File: config.mk
export PLATFORM = sky130hd
export DESIGN_NAME = accumulator_alu_8bit
export DESIGN_NICKNAME = d
export VERILOG_FILES = /design/src/acal_pkg.sv /design/src/acal_exec.sv /design/src/accumulator_alu_8bit.sv
export SDC_FILE = /design/constraint.sdc
export NUM_CORES = 1
export LEC_CHECK = 0
export BUFFER_PORTS_ARGS = -buffer_cell sky130_fd_sc_hd__buf_2
export CAP_MARGIN = 20
export CORE_MARGIN = 3
export CORE_UTILIZATION = 40
export DETAILED_ROUTE_END_ITERATION = 8
export RECOVER_POWER = 50
export SYNTH_ARGS = -nofsm -noshare
export SYNTH_HDL_FRONTEND = slang
export SYNTH_HIERARCHICAL = 1
export SYNTH_SLANG_ARGS = --single-unit
File: constraint.sdc
create_clock -name clk -period 4.6 [get_ports clk]
set_clock_uncertainty 0.15 [all_clocks]
set_input_delay 0.46 -clock clk [delete_from_list [all_inputs] [get_ports clk]]
set_output_delay 0.46 -clock clk [all_outputs]
set_load 0.1 [all_outputs]
File: src/acal_pkg.sv
// ----------------------------------------------------------------------------
// acal_pkg
// Operation codes and shared types of the 8-bit accumulator ALU.
// ----------------------------------------------------------------------------
package acal_pkg;

    typedef enum logic [3:0] {
        KIND_READ = 4'd0,
        KIND_LOAD = 4'd1,
        KIND_ADD  = 4'd2,
        KIND_ADC  = 4'd3,
        KIND_SUB  = 4'd4,
        KIND_SBB  = 4'd5,
        KIND_AND  = 4'd6,
        KIND_XOR  = 4'd7,
        KIND_OR   = 4'd8,
        KIND_CMP  = 4'd9,
        KIND_RLC  = 4'd10,
        KIND_RRC  = 4'd11,
        KIND_RAL  = 4'd12
    } kind_t;

    typedef struct packed {
        logic carry;
        logic sign;
        logic zero;
    } flags_t;

    typedef struct packed {
        logic [7:0] acc;
        flags_t     flags;
    } alu_state_t;

endpackage

File: src/acal_exec.sv
// ----------------------------------------------------------------------------
// acal_exec
// Single-pass operation logic: next accumulator and flags from the current
// state and one operation word.
// ----------------------------------------------------------------------------
module acal_exec (
    input  acal_pkg::alu_state_t state_cur,
    input  logic [3:0]           kind,
    input  logic [7:0]           data,
    input  logic                 rar,
    output acal_pkg::alu_state_t state_new
);

    logic [7:0] a;
    logic       cin;
    logic [8:0] sum9;
    logic [8:0] subtrahend9;
    logic [9:0] diff10;
    logic [7:0] logic_res;

    assign a   = state_cur.acc;
    assign cin = state_cur.flags.carry;

    always_comb
    begin
        sum9        = {1'b0, a} + {1'b0, data}
                      + {8'd0, (acal_pkg::kind_t'(kind) == acal_pkg::KIND_ADC) & cin};
        subtrahend9 = {1'b0, data}
                      + {8'd0, (acal_pkg::kind_t'(kind) == acal_pkg::KIND_SBB) & cin};
        diff10      = {2'b00, a} - {1'b0, subtrahend9};

        case (acal_pkg::kind_t'(kind))
            acal_pkg::KIND_AND: logic_res = a & data;
            acal_pkg::KIND_XOR: logic_res = a ^ data;
            default:            logic_res = a | data;
        endcase

        state_new = state_cur;
        if (rar)
        begin
            state_new.acc         = {cin, a[7:1]};
            state_new.flags.carry = a[0];
        end
        else
        begin
            case (acal_pkg::kind_t'(kind))
                acal_pkg::KIND_LOAD:
                begin
                    state_new.acc = data;
                end
                acal_pkg::KIND_ADD, acal_pkg::KIND_ADC:
                begin
                    state_new.acc         = sum9[7:0];
                    state_new.flags.carry = sum9[8];
                    state_new.flags.sign  = sum9[7];
                    state_new.flags.zero  = (sum9[7:0] == 8'd0);
                end
                acal_pkg::KIND_SUB, acal_pkg::KIND_SBB, acal_pkg::KIND_CMP:
                begin
                    if (acal_pkg::kind_t'(kind) != acal_pkg::KIND_CMP)
                    begin
                        state_new.acc = diff10[7:0];
                    end
                    state_new.flags.carry = diff10[9];
                    state_new.flags.sign  = diff10[7];
                    state_new.flags.zero  = (diff10[7:0] == 8'd0);
                end
                acal_pkg::KIND_AND, acal_pkg::KIND_XOR, acal_pkg::KIND_OR:
                begin
                    state_new.acc         = logic_res;
                    state_new.flags.carry = 1'b0;
                    state_new.flags.sign  = logic_res[7];
                    state_new.flags.zero  = (logic_res == 8'd0);
                end
                acal_pkg::KIND_RLC:
                begin
                    state_new.acc         = {a[6:0], a[7]};
                    state_new.flags.carry = a[7];
                end
                acal_pkg::KIND_RRC:
                begin
                    state_new.acc         = {a[0], a[7:1]};
                    state_new.flags.carry = a[0];
                end
                acal_pkg::KIND_RAL:
                begin
                    state_new.acc         = {a[6:0], cin};
                    state_new.flags.carry = a[7];
                end
                default:
                begin
                    state_new = state_cur;
                end
            endcase
        end
    end

endmodule

File: src/accumulator_alu_8bit.sv
// ----------------------------------------------------------------------------
// accumulator_alu_8bit
// 8-bit accumulator ALU with carry, sign and zero flags.
// Each word passes the input register, then the result register.
// Throughput: one word per cycle while out_ready does not stall the output.
// The input register takes a new word while a finished result waits.
// Reset clears the accumulator and flags and empties both registers.
// ----------------------------------------------------------------------------
module accumulator_alu_8bit (
    input  logic       clk,
    input  logic       rst_n,
    input  logic       in_valid,
    output logic       in_ready,
    input  logic [3:0] kind,
    input  logic [7:0] data_in,
    input  logic       rotate_right_through,
    output logic       out_valid,
    input  logic       out_ready,
    output logic [7:0] acc_out,
    output logic       carry_out,
    output logic       sign_out,
    output logic       zero_out
);

    logic                 in_valid_reg;
    logic [3:0]           kind_reg;
    logic [7:0]           data_reg;
    logic                 rar_reg;
    logic                 out_valid_reg;
    acal_pkg::alu_state_t result_reg;
    acal_pkg::alu_state_t state_reg;
    acal_pkg::alu_state_t state_next;
    logic                 advance;

    assign advance  = in_valid_reg & (~out_valid_reg | out_ready);
    assign in_ready = ~in_valid_reg | advance;

    acal_exec u_exec (
        .state_cur (state_reg),
        .kind      (kind_reg),
        .data      (data_reg),
        .rar       (rar_reg),
        .state_new (state_next)
    );

    always_ff @(posedge clk or negedge rst_n)
    begin
        if (!rst_n)
        begin
            in_valid_reg  <= 1'b0;
            out_valid_reg <= 1'b0;
            state_reg     <= '0;
        end
        else
        begin
            if (in_ready)
            begin
                in_valid_reg <= in_valid;
            end
            if (advance)
            begin
                out_valid_reg <= 1'b1;
                state_reg     <= state_next;
            end
            else if (out_ready)
            begin
                out_valid_reg <= 1'b0;
            end
        end
    end

    always_ff @(posedge clk)
    begin
        if (in_valid && in_ready)
        begin
            kind_reg <= kind;
            data_reg <= data_in;
            rar_reg  <= rotate_right_through;
        end
        if (advance)
        begin
            result_reg <= state_next;
        end
    end

    assign out_valid = out_valid_reg;
    assign acc_out   = result_reg.acc;
    assign carry_out = result_reg.flags.carry;
    assign sign_out  = result_reg.flags.sign;
    assign zero_out  = result_reg.flags.zero;

endmodule

==> metrics.md <==
| Metric | Value |
|---|---|
| Max layer used | `met4` |
| Post-synth ARST share | `between 30% and 40%` |
| Antenna cells | `0` |
| CP required | `roughly 4.7 ns` |
| GRT overflow | `0` |
| Max incr delay on CP | `about 0.54 ns` |
| Core footprint | `between 7000 and 8000 um2` |
| Pwr Density | `between 600 and 700 nW/um2` |
| Initial core utilization | `42.6%` |
| First-pass GRT wire length | `~14,000 um` |
| Main synth FF type | `edfxtp_1` |
| Root Buffer | `clkbuf_8` |
| Register area share after synthesis | `32.8%` |
| Routed len/inst | `roughly 20 um` |
| Max-slew violations | `0` |
| Reg2Reg Setup Slack | `0.44 ns` |
| Met2 wire len | `4320 um` |
| Syn nets | `between 300 and 400` |
| Clock Latency Late Sink | `~0.29 ns` |
| Setup TNS | `0 ns` |
| Synth Area in Adders | `14.3%` |
| Vias in the first global route | `2,603` |
| HP Class | `in -> reg` |
| Complex-gate fraction of the synthesized area | `19.7%` |
| Slowest stage cell, crit path | `or4_1` |
| Die outline area | `slightly above 9000 um2` |
| Buf/Inv on CP | `1` |
| Slew HR | `between 20% and 30%` |
| Initial antenna violation count | `0` |
| Worst ir drop on vdd | `0.000272 V` |
| Simple-Gate Fraction of Synth Area | `~15%` |
| Final WL | `slightly above 9000 um` |
| Die X | `95.3 um` |
| CTS tree | `built` |
| Layout area overhead | `8.67%` |
| Worst slew pin tran | `~1.2 ns` |
| Fin crit period | `about 4.2 ns` |
| Leakage power | `around 1.4 nW` |
| Distinct cells, synth | `60` |
| H-tree depth | `2` |
| Met1 Wirelength | `3960 um` |
| Cell Chain, Critical Path | `nand2b_1 > nor2_1 > nand2_1 > fa_1 > inv_1 > ha_1 > or2_2 > fa_1 > xnor2_1 > nor3_2 > nand2_1 > or4_1 > o41a_1 > o41ai_1 > mux2_4` |
| Multiplexer share of the synthesized area | `roughly 8.4%` |
| Die Y | `between 90 and 100 um` |
| Post-CTS Setup Inserts | `0` |
| Cell Area, Synth | `3190 um2` |
| Critical path class | `reg -> reg` |
| Cells after Synth | `roughly 330` |
| Final hold viol count | `0` |
| Max Freq | `240 MHz` |
| Number of port buffers | `29` |
| XOR/XNOR Fraction of Synth Area | `under 10%` |
| Largest net degree at the start of global routing | `28` |
| DRT iter0 DRCs | `228` |
| Finished Core Util | `between 40% and 50%` |
| Detail Route met3 WL | `601 um` |
| GRT Util Overall | `a little over a fifth` |
| Post-cts sizing count | `0` |
| CP arrival | `4.24 ns` |
| Placer Congestion | `approximately 0.90` |
| DR vias/cell | `around 6.0` |
| Unrepaired setup endpoints after global routing | `false` |
| Main combinational cell family by area after synthesis | `compound AO/OA/AOI/OAI gates` |
| Final worst path period share | `between 90% and 100%` |
| CTS clock-pin slew for the worst setup and hold paths | `0.08 ns` |
| Number of synthesized flops with an enable pin | `24` |
| CP startpoint kind | `register` |
| DRC Markers | `0` |
| Io pins | `30` |
| Largest register FFs | `11` |
| Via count | `~2,800` |
| Status | `finished, final reports clean` |
| Yosys warnings | `6` |
| Rows | `31` |
| # nets final | `410` |
| DP HPWL | `between 6000 and 7000 um` |
| Post-DRT Antenna Nets | `0` |
| Final Setup Violations | `0` |
| Drt pass-1 iters | `6` |
| CTS Buf Count | `5` |
| Critical-path maximum fanout | `4` |
| Critical Path End Type | `register` |
| CTS Hold Buffers Added | `1` |
| MaxCap Viol Count | `0` |
| Overall power | `about 2.1 mW` |
| TritonCTS Sinks | `37` |
| Layout cell share with drive strength beyond 1 | `13.1%` |
| Yosys reg bits | `37` |
| CTS Buffer Depth | `2` |
| CP top delay family | `simple AND/OR/NAND/NOR gates` |
| Number of fill cells | `719` |
| Mean Syn Cell Area | `9.55 um2` |
through the flow:
step	cells	hold slack, ns	setup slack (ns)	cell area, um2
after floorplan	334	0.0144	0.597	3190
after global placement	450	0.251	0.567	3400
after detailed placement	450	0.244	0.534	3400
after CTS	459	0.177	0.495	3490
after global routing	459	0.175	0.270	3470
final	459	0.190	0.439	3470
synthesized netlist by cell type, types with 4 or more instances:
| master | count | share of area (%) |
|---|---|---|
| nand3b_1 | 4 | 0.94 |
| xnor2_1 | 8 | 2.2 |
| o21ai_0 | 13 | 2.0 |
| nand2_1 | 16 | 1.9 |
| or3_1 | 6 | 1.2 |
| o22ai_1 | 8 | 1.6 |
| a21oi_1 | 24 | 3.8 |
| nor3_1 | 15 | 2.4 |
| buf_2 | 6 | 0.94 |
| a22oi_1 | 5 | 1.2 |
| nand3_1 | 6 | 0.94 |
| inv_1 | 28 | 3.3 |
| edfxtp_1 | 24 | 23 |
| clkbuf_1 | 7 | 0.82 |
| a221oi_1 | 5 | 1.4 |
| mux2_4 | 9 | 4.2 |
| nor4_1 | 5 | 0.98 |
| o21a_1 | 5 | 1.2 |
| fa_1 | 4 | 2.5 |
| ha_1 | 30 | 12 |
| nor2_1 | 18 | 2.1 |
| mux2i_1 | 11 | 3.5 |
| dfrtp_1 | 13 | 10 |
kinds of logic after synthesis:
family | Yosys count
compound gates | 93
buf+inv | 45
simple gates | 92
flops | 37
mux | 22
xor+xnor | 11
fa+ha+maj | 34
per-layer routing:
metal | GRT usage (%) | up-vias
li1 | - | 1301
met1 | 29.4 | 1321
met2 | 33.9 | 130
met3 | 2.60 | 19
met4 | 6.49 | 0
met5 | 0 | -
worst reg2reg max path: stages, from the launching register on:
cell	delay [ns]
edfxtp_1	0.39
nand2b_1	0.21
nor2_1	0.12
nand2_1	0.07
fa_1	0.52
inv_1	0.05
ha_1	0.19
or2_2	0.31
fa_1	0.45
xnor2_1	0.17
nor3_2	0.17
nand2_1	0.07
or4_1	0.54
o41a_1	0.38
o41ai_1	0.10
mux2_4	0.23
path summary, 6_finish.rpt:
kind                            cells after the start    startpoint            to
worst min register to register                      1  in_valid_reg     out_valid
max in group asynchronous                           2         rst_n  state_reg[6]
worst max-delay path                               15   kind_reg[1]  state_reg[0]
min in group asynchronous                           2         rst_n  state_reg[5]
worst min-delay path                                1    data_in[6]   data_reg[6]
worst max register to register                     15   kind_reg[1]  state_reg[0]
cell type report:
cell class | count | area (um2) | share of cell area [%]
clock buffer | 5 | 68.8 | 1.99
timing repair buffer | 35 | 176 | 5.09
inverter | 28 | 105 | 3.03
sequential | 37 | 1050 | 30.2
tap | 99 | 124 | 3.57
multi-input combinational | 252 | 1930 | 55.6
clock inverter | 3 | 17.5 | 0.505
cell usage in the layout (no fill, tap or decap), types with 6 or more instances in the layout:
cell / synthesis / final
xnor2_1: 8 / 8
nand3_1: 6 / 6
a21oi_1: 24 / 24
ha_1: 30 / 30
nor3_1: 15 / 15
dfrtp_1: 13 / 13
buf_2: 6 / 16
mux2i_1: 11 / 11
clkbuf_1: 7 / 13
or3_1: 6 / 6
o22ai_1: 8 / 8
nor2_1: 18 / 18
edfxtp_1: 24 / 24
nand2_1: 16 / 17
inv_1: 28 / 28
o21ai_0: 13 / 13
mux2_4: 9 / 9
power by group:
group	leakage (nW)	internal, mW	total, mW	switching, mW
registers	0.382	0.445	0.568	0.124
clock network	0.0439	0.105	0.233	0.128
logic	0.996	0.485	1.29	0.801
Power figures use the tool's default switching activity.
